**config.mk**
```make
export PLATFORM = sky130hd
export DESIGN_NAME = ook_remote_frame_encoder_top
export DESIGN_NICKNAME = d
export VERILOG_FILES = /design/src/rtl/core/ookrfe_pkg.sv /design/src/rtl/core/ook_remote_frame_encoder_top.sv /design/src/rtl/core/ookrfe_seq.sv
export SDC_FILE = /design/constraint.sdc
export NUM_CORES = 1
export LEC_CHECK = 0
export ABC_AREA = 1
export BUFFER_PORTS_ARGS = -buffer_cell sky130_fd_sc_hd__buf_2
export CAP_MARGIN = 0
export CELL_PAD_IN_SITES_DETAIL_PLACEMENT = 0
export CELL_PAD_IN_SITES_GLOBAL_PLACEMENT = 1
export CORE_MARGIN = 1.5
export CORE_UTILIZATION = 31
export DETAILED_ROUTE_END_ITERATION = 10
export GPL_ROUTABILITY_DRIVEN = 0
export MAX_ROUTING_LAYER = met4
export PLACE_DENSITY = 0.62
export REMOVE_ABC_BUFFERS = 1
export SLEW_MARGIN = 10
export SYNTH_ARGS = -nofsm -noshare
export SYNTH_HDL_FRONTEND = slang
export SYNTH_SLANG_ARGS = --single-unit
```
**constraint.sdc**
```tcl
create_clock -name clk_i -period 3.1 [get_ports clk_i]
set_input_delay 0.155 -clock clk_i [delete_from_list [all_inputs] [get_ports clk_i]]
set_output_delay 0.155 -clock clk_i [all_outputs]
set_load 0.01 [all_outputs]
```
**src/rtl/core/ookrfe_pkg.sv**
```systemverilog
`timescale 1ns / 1ps
`default_nettype none

package ookrfe_pkg;

  localparam int unsigned AddrW   = 22;
  localparam int unsigned RepeatW = 4;
  localparam int unsigned ChanW   = 2;
  localparam int unsigned SegW    = 3;
  localparam int unsigned BitW    = 5;
  localparam int unsigned ChipW   = 3;

  localparam logic [AddrW-1:0]   AddrReset   = 22'h22ca1d;
  localparam logic [RepeatW-1:0] RepeatReset = 4'd10;

  // configuration register indexes
  localparam logic CfgAddress = 1'b0;
  localparam logic CfgRepeat  = 1'b1;

  // input function codes
  localparam logic FuncTick  = 1'b0;
  localparam logic FuncStart = 1'b1;

  localparam logic [21:0] StartPattern = 22'h3ffffe;
  localparam logic [15:0] OnesPattern  = 16'hffff;
  localparam logic [6:0]  Part3Pattern = 7'h3f;
  localparam logic [12:0] EndPattern   = 13'h000c;
  localparam logic [7:0]  ChipsOne     = 8'hfc;
  localparam logic [7:0]  ChipsZero    = 8'hc0;

  typedef enum logic [SegW-1:0] {
    SEG_START = 3'd0,
    SEG_ADDR  = 3'd1,
    SEG_CHAN  = 3'd2,
    SEG_ONES  = 3'd3,
    SEG_CMD   = 3'd4,
    SEG_PART3 = 3'd5,
    SEG_END   = 3'd6
  } seg_e;

  typedef struct packed {
    logic line_level;
    logic busy_res;
    logic last_chip;
    logic rejected;
  } res_t;

  function automatic logic [BitW-1:0] seg_len(input seg_e seg);
    case (seg)
      SEG_START: seg_len = 5'd22;
      SEG_ADDR:  seg_len = 5'd22;
      SEG_CHAN:  seg_len = 5'd2;
      SEG_ONES:  seg_len = 5'd16;
      SEG_CMD:   seg_len = 5'd1;
      SEG_PART3: seg_len = 5'd7;
      SEG_END:   seg_len = 5'd13;
      default:   seg_len = 5'd1;
    endcase
  endfunction

  // channel index 0..3 goes on air as 11, 10, 01, 00 (lsb first)
  function automatic logic [ChanW-1:0] chan_code(input logic [ChanW-1:0] chan);
    case (chan)
      2'd0:    chan_code = 2'd3;
      2'd1:    chan_code = 2'd1;
      2'd2:    chan_code = 2'd2;
      default: chan_code = 2'd0;
    endcase
  endfunction

  function automatic logic [31:0] seg_data(input seg_e seg, input logic [AddrW-1:0] addr,
                                           input logic [ChanW-1:0] code, input logic cmd);
    case (seg)
      SEG_START: seg_data = {10'd0, StartPattern};
      SEG_ADDR:  seg_data = {10'd0, addr};
      SEG_CHAN:  seg_data = {30'd0, code};
      SEG_ONES:  seg_data = {16'd0, OnesPattern};
      SEG_CMD:   seg_data = {31'd0, cmd};
      SEG_PART3: seg_data = {25'd0, Part3Pattern};
      SEG_END:   seg_data = {19'd0, EndPattern};
      default:   seg_data = 32'd0;
    endcase
  endfunction

endpackage

`default_nettype wire

```
**src/rtl/core/ook_remote_frame_encoder_top.sv**
```systemverilog
`timescale 1ns / 1ps
`default_nettype none

// channel   direction  handshake                 payload
// in        sink       in_valid_i / in_stall_o   func_i, channel_i, switch_off_i
// out       source     out_valid_o / out_stall_i line_level_o, busy_res_o, last_chip_o, rejected_o
// cfg       sink       cfg_we_i                  cfg_idx_i, cfg_wdata_i
//
// one transaction in, one transaction out, one per cycle sustained while out_stall_i stays low
// frame state advances in the cycle a transaction is taken; the result is
// registered into the output register, or into the skid entry while the output is held
// an output register plus one skid entry absorbs one transaction under
// out_stall_i before in_stall_o rises; reset clears all control state, no clearing pass

module ook_remote_frame_encoder_top (
  input  wire logic                            clk_i,
  input  wire logic                            rst_ni,
  input  wire logic                            cfg_we_i,
  input  wire logic                            cfg_idx_i,
  input  wire logic [ookrfe_pkg::AddrW-1:0]    cfg_wdata_i,
  input  wire logic                            in_valid_i,
  output      logic                            in_stall_o,
  input  wire logic                            func_i,
  input  wire logic [ookrfe_pkg::ChanW-1:0]    channel_i,
  input  wire logic                            switch_off_i,
  output      logic                            out_valid_o,
  input  wire logic                            out_stall_i,
  output      logic                            line_level_o,
  output      logic                            busy_res_o,
  output      logic                            last_chip_o,
  output      logic                            rejected_o
);
  import ookrfe_pkg::*;

  logic [AddrW-1:0]   addr_q;
  logic [RepeatW-1:0] repeat_q;

  logic accept;
  logic out_free;
  res_t res_new;
  res_t out_q;
  res_t skid_q;
  logic out_valid_q;
  logic skid_valid_q;

  assign accept   = in_valid_i && !skid_valid_q;
  assign out_free = !out_valid_q || !out_stall_i;

  always_ff @(posedge clk_i or negedge rst_ni) begin
    if (!rst_ni) begin
      addr_q   <= AddrReset;
      repeat_q <= RepeatReset;
    end else if (cfg_we_i) begin
      case (cfg_idx_i)
        CfgAddress: addr_q   <= cfg_wdata_i;
        CfgRepeat:  repeat_q <= cfg_wdata_i[RepeatW-1:0];
        default:    ;
      endcase
    end
  end

  ookrfe_seq u_seq (
    .clk_i        (clk_i),
    .rst_ni       (rst_ni),
    .step_i       (accept),
    .func_i       (func_i),
    .channel_i    (channel_i),
    .switch_off_i (switch_off_i),
    .address_i    (addr_q),
    .repeat_i     (repeat_q),
    .res_o        (res_new)
  );

  always_ff @(posedge clk_i or negedge rst_ni) begin
    if (!rst_ni) begin
      out_valid_q  <= 1'b0;
      skid_valid_q <= 1'b0;
    end else if (out_free) begin
      if (skid_valid_q) begin
        out_valid_q  <= 1'b1;
        skid_valid_q <= accept;
      end else begin
        out_valid_q <= accept;
      end
    end else if (accept) begin
      skid_valid_q <= 1'b1;
    end
  end

  always_ff @(posedge clk_i) begin
    if (out_free) begin
      if (skid_valid_q) begin
        out_q <= skid_q;
        if (accept) begin
          skid_q <= res_new;
        end
      end else if (accept) begin
        out_q <= res_new;
      end
    end else if (accept) begin
      skid_q <= res_new;
    end
  end

  assign in_stall_o   = skid_valid_q;
  assign out_valid_o  = out_valid_q;
  assign line_level_o = out_q.line_level;
  assign busy_res_o   = out_q.busy_res;
  assign last_chip_o  = out_q.last_chip;
  assign rejected_o   = out_q.rejected;

  // skid entry only fills behind a held output
  assert property (@(posedge clk_i) disable iff (!rst_ni) skid_valid_q |-> out_valid_q)
    else $error("skid holds a transaction with output empty");

  // the skid stage only fills when the output was stalled
  assert property (@(posedge clk_i) disable iff (!rst_ni)
    $rose(skid_valid_q) |-> $past(out_valid_q && out_stall_i))
    else $error("skid filled without output stall");

  assert property (@(posedge clk_i) disable iff (!rst_ni)
    out_valid_q && out_q.last_chip |-> !out_q.busy_res)
    else $error("last chip reported while still busy");

endmodule

`default_nettype wire

```
**src/rtl/core/ookrfe_seq.sv**
```systemverilog
`timescale 1ns / 1ps
`default_nettype none

module ookrfe_seq (
  input  wire logic                         clk_i,
  input  wire logic                         rst_ni,
  input  wire logic                         step_i,
  input  wire logic                         func_i,
  input  wire logic [ookrfe_pkg::ChanW-1:0] channel_i,
  input  wire logic                         switch_off_i,
  input  wire logic [ookrfe_pkg::AddrW-1:0] address_i,
  input  wire logic [ookrfe_pkg::RepeatW-1:0] repeat_i,
  output ookrfe_pkg::res_t                  res_o
);
  import ookrfe_pkg::*;

  seg_e               seg_q, seg_d;
  logic [BitW-1:0]    bit_q, bit_d;
  logic [ChipW-1:0]   chip_q, chip_d;
  logic [RepeatW-1:0] reps_q, reps_d;
  logic               sending_q, sending_d;
  logic [ChanW-1:0]   code_q, code_d;
  logic               cmd_q, cmd_d;

  logic [31:0]        data;
  logic               data_bit;
  logic [7:0]         chips;
  logic               raw;
  logic               bit_done;
  logic [BitW-1:0]    bit_inc;
  logic [RepeatW-1:0] reps_dec;

  always_comb begin
    seg_d     = seg_q;
    bit_d     = bit_q;
    chip_d    = chip_q;
    reps_d    = reps_q;
    sending_d = sending_q;
    code_d    = code_q;
    cmd_d     = cmd_q;
    res_o     = '0;

    data     = seg_data(seg_q, address_i, code_q, cmd_q);
    data_bit = data[bit_q];
    chips    = data_bit ? ChipsOne : ChipsZero;
    raw      = (seg_q == SEG_START) || (seg_q == SEG_END);
    bit_inc  = bit_q + 5'd1;
    reps_dec = reps_q - 4'd1;
    bit_done = 1'b0;

    if (func_i == FuncStart) begin
      if (sending_q) begin
        res_o.rejected = 1'b1;
      end else begin
        code_d    = chan_code(channel_i);
        cmd_d     = switch_off_i;
        reps_d    = (repeat_i == '0) ? RepeatW'(1) : repeat_i;
        seg_d     = SEG_START;
        bit_d     = '0;
        chip_d    = '0;
        sending_d = 1'b1;
      end
    end else if (sending_q) begin
      if (raw) begin
        res_o.line_level = data_bit;
        bit_done         = 1'b1;
      end else begin
        res_o.line_level = chips[chip_q];
        chip_d           = chip_q + 3'd1;
        bit_done         = (chip_q == 3'd7);
      end
      if (bit_done) begin
        chip_d = '0;
        bit_d  = bit_inc;
        if (bit_inc >= seg_len(seg_q)) begin
          bit_d = '0;
          if (seg_q == SEG_END) begin
            seg_d  = SEG_START;
            reps_d = reps_dec;
            if (reps_dec == '0) begin
              sending_d       = 1'b0;
              res_o.last_chip = 1'b1;
            end
          end else begin
            seg_d = seg_e'(seg_q + 3'd1);
          end
        end
      end
    end
    res_o.busy_res = sending_d;
  end

  always_ff @(posedge clk_i or negedge rst_ni) begin
    if (!rst_ni) begin
      seg_q     <= SEG_START;
      bit_q     <= '0;
      chip_q    <= '0;
      reps_q    <= '0;
      sending_q <= 1'b0;
      code_q    <= '0;
      cmd_q     <= 1'b0;
    end else if (step_i) begin
      seg_q     <= seg_d;
      bit_q     <= bit_d;
      chip_q    <= chip_d;
      reps_q    <= reps_d;
      sending_q <= sending_d;
      code_q    <= code_d;
      cmd_q     <= cmd_d;
    end
  end

  // frames left is nonzero exactly while a transmission runs
  assert property (@(posedge clk_i) disable iff (!rst_ni) sending_q == (reps_q != '0))
    else $error("repeat counter out of step with sending flag");

  // start and end patterns go out one chip per bit
  assert property (@(posedge clk_i) disable iff (!rst_ni)
    (seg_q == SEG_START || seg_q == SEG_END) |-> chip_q == '0)
    else $error("chip counter moved in a raw segment");

  assert property (@(posedge clk_i) disable iff (!rst_ni) bit_q < seg_len(seg_q))
    else $error("bit index past segment end");

endmodule

`default_nettype wire

```
==> results of run 1 <==
flip-flops by register name, indices dropped and copies added (netlist names):
signal	count
u_seq.code_q	2
u_seq.chip_q	3
u_seq.reps_q	4
last_chip_o	1
repeat_q	4
addr_q	22
skid_q	4
rejected_o	1
u_seq.bit_q	5
u_seq.cmd_q	1
u_seq.seg_q	3
in_stall_o	1
out_valid_o	1
u_seq.sending_q	1
busy_res_o	1
line_level_o	1
per-stage QoR:
stage          setup slack [ns]  instance area [µm²]  utilization (%)  instances  power [µW]
2_1_floorplan             0.614                 3100                -        348        1980
3_3_place_gp              0.506                 3480             35.2        521        2330
3_5_place_dp              0.436                 3480             35.2        521        2340
4_1_cts                   0.390                 3570             36.2        530        2760
5_1_grt                   0.105                 3570             36.2        530        2980
6_report                  0.403                 3570             36.2        530        2710
Yosys cell counts (3+ instances only):
library cell and count:
clkbuf_1 3, nor3_1 3, dfstp_2 12, nand4_1 6
nor2_1 24, o21ai_0 20, nand2_4 6, a21oi_1 9
a21oi_2 3, inv_2 3, edfxtp_1 8, xor2_1 5
nand2_1 97, ha_1 16, inv_1 31, mux2_2 16
dfrtp_1 35, nand3_1 24, buf_6 3, nand2_2 4
o21ai_1 6
metal layers:
layer / track usage (%) / part of all wire [%]
met1: 17.9 / 49
met2: 21.2 / 47
met3: 2.44 / 2.6
met4: 3.87 / 1.3
met5: - / 0
layout by cell type, fill, tap and decap left out, types with 2 or more instances in the layout:
cell and n:
a21oi_2 3, buf_2 37, o21ai_1 6, o21ai_0 20, inv_4 2, nor2_1 24
xor2_1 5, nor2_4 2, nor3_1 3, clkbuf_8 5, dfrtp_1 35, nand3_4 2
a21oi_1 9, mux2i_1 2, o22ai_1 2, buf_4 3, clkinv_4 2, nand2_1 97
nand4_1 6, nand3_1 24, edfxtp_1 8, inv_1 31, inv_2 3, mux2_2 16
nand2_2 4, nand2_4 6, dfstp_2 12, ha_1 16
area by class of cell:
class | count | area [µm²] | share of cell area [%]
clock buffer | 6 | 72.6 | 2.03
clock inverter | 2 | 12.5 | 0.350
inverter | 39 | 169 | 4.73
multi-input combinational | 254 | 1500 | 42.0
sequential | 55 | 1430 | 40.1
tap | 133 | 166 | 4.66
timing repair buffer | 41 | 218 | 6.10
worst max-delay path by stage:
stage | startpoint | endpoint | slack [ns]
6_report | u_seq.seg_q[0]$_DFFE_PN0P_ | u_seq.reps_q[1]$_DFFE_PN0P_ | 0.40
5_1_grt | u_seq.seg_q[0]$_DFFE_PN0P_ | u_seq.reps_q[1]$_DFFE_PN0P_ | 0.11
4_1_cts | u_seq.seg_q[0]$_DFFE_PN0P_ | u_seq.reps_q[1]$_DFFE_PN0P_ | 0.39
3_5_place_dp | u_seq.seg_q[1]$_DFFE_PN0P_ | u_seq.reps_q[1]$_DFFE_PN0P_ | 0.44
3_3_place_gp | u_seq.seg_q[1]$_DFFE_PN0P_ | u_seq.reps_q[1]$_DFFE_PN0P_ | 0.51
2_1_floorplan | u_seq.bit_q[0]$_DFFE_PN0P_ | u_seq.reps_q[1]$_DFFE_PN0P_ | 0.61
worst register-to-register path: stages (launching register included):
cell      delay [ns]
dfrtp_1         0.70
nand2_2         0.13
inv_1           0.11
ha_1            0.19
nor2_1          0.07
ha_1            0.31
a21oi_1         0.14
o21a_1          0.13
nand3_1         0.08
nor2_1          0.32
inv_2           0.08
nand2_4         0.08
clkinv_4        0.06
nand2_4         0.10
a21oi_2         0.05
a21oi_2         0.09
cell families after synthesis:
group,Yosys count,share of synthesized area [%]
flip-flops,55,45.1
buffers and inverters,49,7.53
XOR/XNOR,5,1.38
multiplexers,18,6.31
adder cells (fa/ha/maj),16,6.31
AO/OA/AOI/OAI,43,7.42
AND/OR/NAND/NOR,172,25.9
report_power, final:
part	leakage, µW	internal, µW	switching [µW]
registers	0.000635	898	188
clock network	0.0000428	159	239
logic	0.00107	456	768
total	0.00174	1510	1190
==> reports/qor.json, run 1 <==
{
  "max_slew.worst_pin.slew_ns": 0.984,
  "critical_path_peak_fanout": 9,
  "finalHoldWorstSlack_ns": 0.0248,
  "critical_path.reg2reg.startpoint": "u_seq.seg_q[0]$_DFFE_PN0P_",
  "final_hold_viol_count": 0,
  "setup-tns-final_ns": 0,
  "finClkSkew_ns": 0.0108,
  "cts_htree_levels": 2,
  "starting_density_pct": 32.2,
  "die_width_um": 104,
  "timing.critical_path.depth": 15,
  "f_max_mhz": 371,
  "timing.critical_path.slowest_cell_delay_ns": 0.70,
  "hpwlAfterDp_um": 5060,
  "grt_first_pass_wirelength_um": 11500,
  "hold_path_endpoint": "u_seq.code_q[1]$_DFFE_PN0P_",
  "post-route-min-period_ns": 2.70,
  "first_global_vias": 2345,
  "drive_gt1_share_pct": 25.7,
  "timing_worst_setup_path_type": "reg -> reg",
  "rows": 36,
  "max_cap_viol_count": 0,
  "dominantRegCellSynth": "dfrtp_1",
  "cts_root_buffer": "clkbuf_8",
  "dr_total_vias": 2409,
  "path_cells": "nand2_2 -> inv_1 -> ha_1 -> nor2_1 -> ha_1 -> a21oi_1 -> o21a_1 -> nand3_1 -> nor2_1 -> inv_2 -> nand2_4 -> clkinv_4 -> nand2_4 -> a21oi_2 -> a21oi_2",
  "cts_tree": "built",
  "cts_buffers": 5,
  "post_drt_wl_per_cell_um": 12.4,
  "syn_area_per_cell_um2": 8.86,
  "ys_seq_area_share_pct": 45.1,
  "hold_path_depth": 2,
  "design.die.area_um2": 10800,
  "initial_antenna_violation_count": 0,
  "timing.slew.headroom_pct": 34.3,
  "rr_worst_depth": 15,
  "synth_enable_flop_cells": 8,
  "sort_of_element_at_the_start_of_the_critical_path": "flip-flop",
  "family_of_cells_with_the_greatest_summed_delay_on_the_critical_path": "simple AND/OR/NAND/NOR gates",
  "core_area_um2": 9860,
  "yosys.cell_types.count": 38,
  "drt_first_iter_violations": 72,
  "port-buffer-count": 37,
  "drc": 0,
  "vias_per_cell": 4.55,
  "routed_wl_um": 6580,
  "io_pins": 38,
  "cts.sinks": 55,
  "area_delta_synth_final_pct": 12.6,
  "yosysTopAreaCell": "dfrtp_1",
  "post_synth_instance_area_um2": 3170,
  "post_synth_inst_count": 358,
  "diodes": 0,
  "die_height_um": 104,
  "synth_area_leaders": "dfrtp_1, nand2_1, dfstp_2",
  "finalCritPeriodShare_pct": 87.0,
  "reg2reg_setup_slack_ns": 0.40,
  "grt_max_degree": 30,
  "grt-ovfl-total": 0,
  "final-setup-viol-count": 0,
  "run_status": "finished clean",
  "design.final.nets": 444,
  "worst_path_max_delay_cell": "dfrtp_1",
  "r2r-end": "u_seq.reps_q[1]$_DFFE_PN0P_",
  "power.density_nw_per_um2": 758,
  "cp.required_ns": 3.35,
  "holdBufCountCts": 1,
  "total_leakage_power_uw": 0.00174,
  "ys_seq_elements": 55,
  "hp-class": "in -> reg",
  "cts.reportedPaths.clkPinSlew_ns": 0.10,
  "fillers": 1059,
  "cts_max_path_buffers": 2,
  "post-cts-setup-buffers": 0,
  "arrival_ns": 2.95,
  "number_of_cells_upsized_or_downsized_after_cts": 0,
  "post-synth-top-area-fraction_pct": 27.6,
  "irDropWorstVdd_uv": 312,
  "clock_latency_ns": 0.32,
  "hold_start": "channel_i[0]",
  "grt.total_usage_pct": 13.5,
  "drt_first_pass_iters": 4,
  "final_antenna_net_count": 0,
  "crit_buf_inv": 3,
  "synthArstFlopShare_pct": 85.5,
  "final_slew_viol_count": 0,
  "type_of_destination_of_the_critical_path": "flip-flop",
  "rsz0062_at_grt": "no",
  "synth.yosys.warnings": 0
}
(Power assumes the default switching activity.)
==> run 2, diff against run 1 <==
--- a/config.mk
+++ b/config.mk
@@ -11,11 +11,11 @@
 export CELL_PAD_IN_SITES_DETAIL_PLACEMENT = 0
 export CELL_PAD_IN_SITES_GLOBAL_PLACEMENT = 1
 export CORE_MARGIN = 1.5
-export CORE_UTILIZATION = 31
+export CORE_UTILIZATION = 44
 export DETAILED_ROUTE_END_ITERATION = 10
 export GPL_ROUTABILITY_DRIVEN = 0
 export MAX_ROUTING_LAYER = met4
-export PLACE_DENSITY = 0.62
+export PLACE_DENSITY = 0.82
 export REMOVE_ABC_BUFFERS = 1
 export SLEW_MARGIN = 10
 export SYNTH_ARGS = -nofsm -noshare
==> constraint.sdc (replaced) <==
create_clock -name clk_i -period 3.1 [get_ports clk_i]
set_input_delay 0.155 -clock clk_i [delete_from_list [all_inputs] [get_ports clk_i]]
set_output_delay 0.155 -clock clk_i [all_outputs]
set_load 0.02 [all_outputs]
==> run 2 against run 1 <==
  * Clock skew decreased by 0.0071 ns
  * Maximum frequency shrank 0.59%
  * Clock power is 9.0% higher
  * Sequential cell count unchanged
  * Routed wire length is 8.8% lower
  * Combinational power about the same
  * Setup slack got worse by 0.016 ns
  * Final area decreased by 1.3%
  * Register-to-register slack worse by 0.02 ns
  * Power grew 0.84%
  * Worst hold slack worse by 0.0021 ns
  * Largest cell class unchanged
  * Highest routed layer unchanged
==> reports/qor.json, run 2 (synthesis results as in run 1) <==
{
  "run_status": {"value": "finished clean", "change": "unchanged"},
  "starting_density": {"value": 46.2, "unit": "%", "change": "was 32.2%"},
  "finClkSkew": {"value": 0.00372, "unit": "ns", "change": "was 0.0108 ns"},
  "cts.reportedPaths.clkPinSlew": {"value": 0.10, "unit": "ns", "change": "about the same"},
  "arrival": {"value": 2.95, "unit": "ns", "change": "about the same"},
  "layer_carrying_the_most_global_route_usage": {"value": "met2", "change": "unchanged"},
  "pwr-share-comb": {"value": 45.0, "unit": "%", "change": "was 45.2%"},
  "grt_use_met3": {"value": 3.11, "unit": "%", "change": "was 2.44%"},
  "largest-register": {"value": "addr_q", "change": "unchanged"},
  "post-cts-setup-buffers": {"value": 0, "change": "unchanged"},
  "cts_tree": {"value": "built", "change": "unchanged"},
  "die_height": {"value": 87.9, "unit": "µm", "change": "was 104 µm"},
  "cts.sinks": {"value": 55, "change": "unchanged"},
  "intPower": {"value": 1560, "unit": "µW", "change": "was 1510 µW"},
  "area_delta_synth_final": {"value": 11.2, "unit": "%", "change": "was 12.6%"},
  "net-switching-power": {"value": 1170, "unit": "µW", "change": "was 1190 µW"},
  "cts_htree_levels": {"value": 2, "change": "unchanged"},
  "type_of_destination_of_the_critical_path": {"value": "flip-flop", "change": "unchanged"},
  "final-setup-viol-count": {"value": 0, "change": "unchanged"},
  "critical_path.reg2reg.startpoint": {"value": "u_seq.seg_q[0]$_DFFE_PN0P_", "change": "unchanged"},
  "globalRouteMet1Util": {"value": 24.9, "unit": "%", "change": "was 17.9%"},
  "setup-tns-final": {"value": 0, "unit": "ns", "change": "unchanged"},
  "seqPwrFrac": {"value": 39.2, "unit": "%", "change": "was 40.1%"},
  "design.final.nets": {"value": 442, "change": "was 444"},
  "max_cap_viol_count": {"value": 0, "change": "unchanged"},
  "initial_antenna_violation_count": {"value": 0, "change": "unchanged"},
  "port-buffer-count": {"value": 37, "change": "unchanged"},
  "final_antenna_net_count": {"value": 0, "change": "unchanged"},
  "io_pins": {"value": 38, "change": "unchanged"},
  "cts_root_buffer": {"value": "clkbuf_8", "change": "unchanged"},
  "grtUsageMet2": {"value": 28.0, "unit": "%", "change": "was 21.2%"},
  "irDropWorstVdd": {"value": 282, "unit": "µV", "change": "was 312 µV"},
  "hp-class": {"value": "in -> async", "change": "was in -> reg"},
  "power_frac_clock": {"value": 15.9, "unit": "%", "change": "was 14.7%"},
  "cp.required": {"value": 3.34, "unit": "ns", "change": "was 3.35 ns"},
  "fillers": {"value": 674, "change": "was 1059"},
  "max_slew.worst_pin.slew": {"value": 1.03, "unit": "ns", "change": "was 0.984 ns"},
  "power.density": {"value": 774, "unit": "nW/µm²", "change": "was 758 nW/µm²"},
  "netSwitchingFraction": {"value": 43.0, "unit": "%", "change": "was 44.1%"},
  "final_hold_viol_count": {"value": 0, "change": "unchanged"},
  "sort_of_element_at_the_start_of_the_critical_path": {"value": "flip-flop", "change": "unchanged"},
  "design.die.area": {"value": 7730, "unit": "µm²", "change": "was 10800 µm²"},
  "routed_wl": {"value": 6000, "unit": "µm", "change": "was 6580 µm"},
  "drt_first_iter_violations": {"value": 123, "change": "was 72"},
  "power_consumption": {"value": 2730, "unit": "µW", "change": "was 2710 µW"},
  "diodes": {"value": 0, "change": "unchanged"},
  "rsz0062_at_grt": {"value": "no", "change": "unchanged"},
  "vias_per_cell": {"value": 4.90, "change": "was 4.55"},
  "stdcell_area": {"value": 3530, "unit": "µm²", "change": "was 3570 µm²"},
  "cts_buffers": {"value": 5, "change": "unchanged"},
  "core_area": {"value": 6870, "unit": "µm²", "change": "was 9860 µm²"},
  "grt-ovfl-total": {"value": 0, "change": "unchanged"},
  "crit_path_start": {"value": "u_seq.seg_q[0]$_DFFE_PN0P_", "change": "unchanged"},
  "timing.slew.headroom": {"value": 31.4, "unit": "%", "change": "was 34.3%"},
  "clock_latency": {"value": 0.30, "unit": "ns", "change": "was 0.32 ns"},
  "f_max": {"value": 369, "unit": "MHz", "change": "was 371 MHz"},
  "dpl_cell_area": {"value": 3420, "unit": "µm²", "change": "was 3480 µm²"},
  "drc": {"value": 0, "change": "unchanged"},
  "grt_first_pass_wirelength": {"value": 10700, "unit": "µm", "change": "was 11500 µm"},
  "grt_max_degree": {"value": 48, "change": "was 30"},
  "holdBufCountCts": {"value": 0, "change": "was 1"},
  "largest_reg_flops": {"value": 22, "change": "unchanged"},
  "timing_worst_setup_path_type": {"value": "reg -> reg", "change": "unchanged"},
  "leading_cell_type_in_the_layout_fill_and_taps_excluded": {"value": "nand2_1", "change": "unchanged"},
  "final-seq-area": {"value": 1430, "unit": "µm²", "change": "unchanged"},
  "rows": {"value": 30, "change": "was 36"},
  "grt.total_usage": {"value": 18.2, "unit": "%", "change": "was 13.5%"},
  "post-route-min-period": {"value": 2.71, "unit": "ns", "change": "was 2.70 ns"},
  "finalCritPeriodShare": {"value": 87.5, "unit": "%", "change": "was 87.0%"},
  "number_of_cells_upsized_or_downsized_after_cts": {"value": 0, "change": "unchanged"},
  "total_leakage_power": {"value": 0.00174, "unit": "µW", "change": "about the same"},
  "die_width": {"value": 87.9, "unit": "µm", "change": "was 104 µm"},
  "reg_top3": {"value": "addr_q x22, u_seq.bit_q x5", "change": "unchanged"},
  "dr_total_vias": {"value": 2408, "change": "was 2409"},
  "first_global_vias": {"value": 2347, "change": "was 2345"},
  "most-common-layout-cells": {"value": "nand2_1, buf_2, dfrtp_1", "change": "unchanged"},
  "critical_path_peak_fanout": {"value": 9, "change": "unchanged"},
  "multi_input_gate_area_in_the_final_layout": {"value": 1500, "unit": "µm²", "change": "unchanged"},
  "hpwlAfterDp": {"value": 4570, "unit": "µm", "change": "was 5060 µm"},
  "final_slew_viol_count": {"value": 0, "change": "unchanged"},
  "drt_first_pass_iters": {"value": 4, "change": "unchanged"},
  "drive_gt1_share": {"value": 26.1, "unit": "%", "change": "was 25.7%"},
  "post_drt_wl_per_cell": {"value": 12.2, "unit": "µm", "change": "was 12.4 µm"},
  "cts_max_path_buffers": {"value": 2, "change": "unchanged"}
}
## run 2: critical path, cell delays in order, from the launching register on
cell	delay (ns)
dfrtp_1	0.70
nand2_2	0.14
inv_1	0.11
ha_1	0.19
nor2_1	0.06
ha_1	0.31
a21oi_1	0.16
o21a_1	0.13
nand3_1	0.08
nor2_1	0.30
inv_2	0.08
nand2_4	0.08
clkinv_4	0.07
nand2_4	0.10
nand2_1	0.06
o21ai_1	0.07
## run 2: stage by stage
stage	hold WS (ns)	setup slack [ns]	util, %	cells
3_3_place_gp	0.348	0.537	49.8	483
5_1_grt	0.0259	0.138	51.3	491
4_1_cts	0.0252	0.381	51.3	491
2_1_floorplan	-0.141	0.614	-	348
3_5_place_dp	0.358	0.409	49.8	483
6_report	0.0226	0.387	51.3	491
## run 2: power groups by stage
stage                     combinational, µW  clock (µW)  sequential [µW]
after floorplan                         895           0             1090
after CTS                              1240         443             1070
final                                  1230         434             1070
after detailed placement               1230           0             1080
after global placement                 1220           0             1080
after global routing                   1410         475             1100
## run 2: final cells by class
cell class              instances  area share (%)
flip-flops and latches         55            40.6
well taps                      96            3.41
clock inverters                 1           0.213
clock buffers                   7            2.73
inverters                      39            4.79
multi-input cells             254            42.6
repair buffers                 39            5.68
## run 2: worst paths after layout
path                                               endpoint  slack [ns]  depth (start not counted)
worst max-delay path            u_seq.reps_q[2]$_DFFE_PN0P_        0.39                         15
worst min-delay path                 addr_q[13]$_DFFE_PN0P_        0.02                          1
worst max register to register  u_seq.reps_q[2]$_DFFE_PN0P_        0.39                         15
worst min register to register      repeat_q[0]$_DFFE_PN0P_        0.49                          2
max in group asynchronous           out_valid_o$_DFFE_PN0N_        2.45                          1
min in group clk_i              u_seq.code_q[0]$_DFFE_PN0P_        0.03                          2
## run 2: metal layers
layer  wire [µm]  share of wire [%]
met1        2950                 49
met2        2830                 47
met3         153                2.6
met4          70                1.2
met5           0                  0
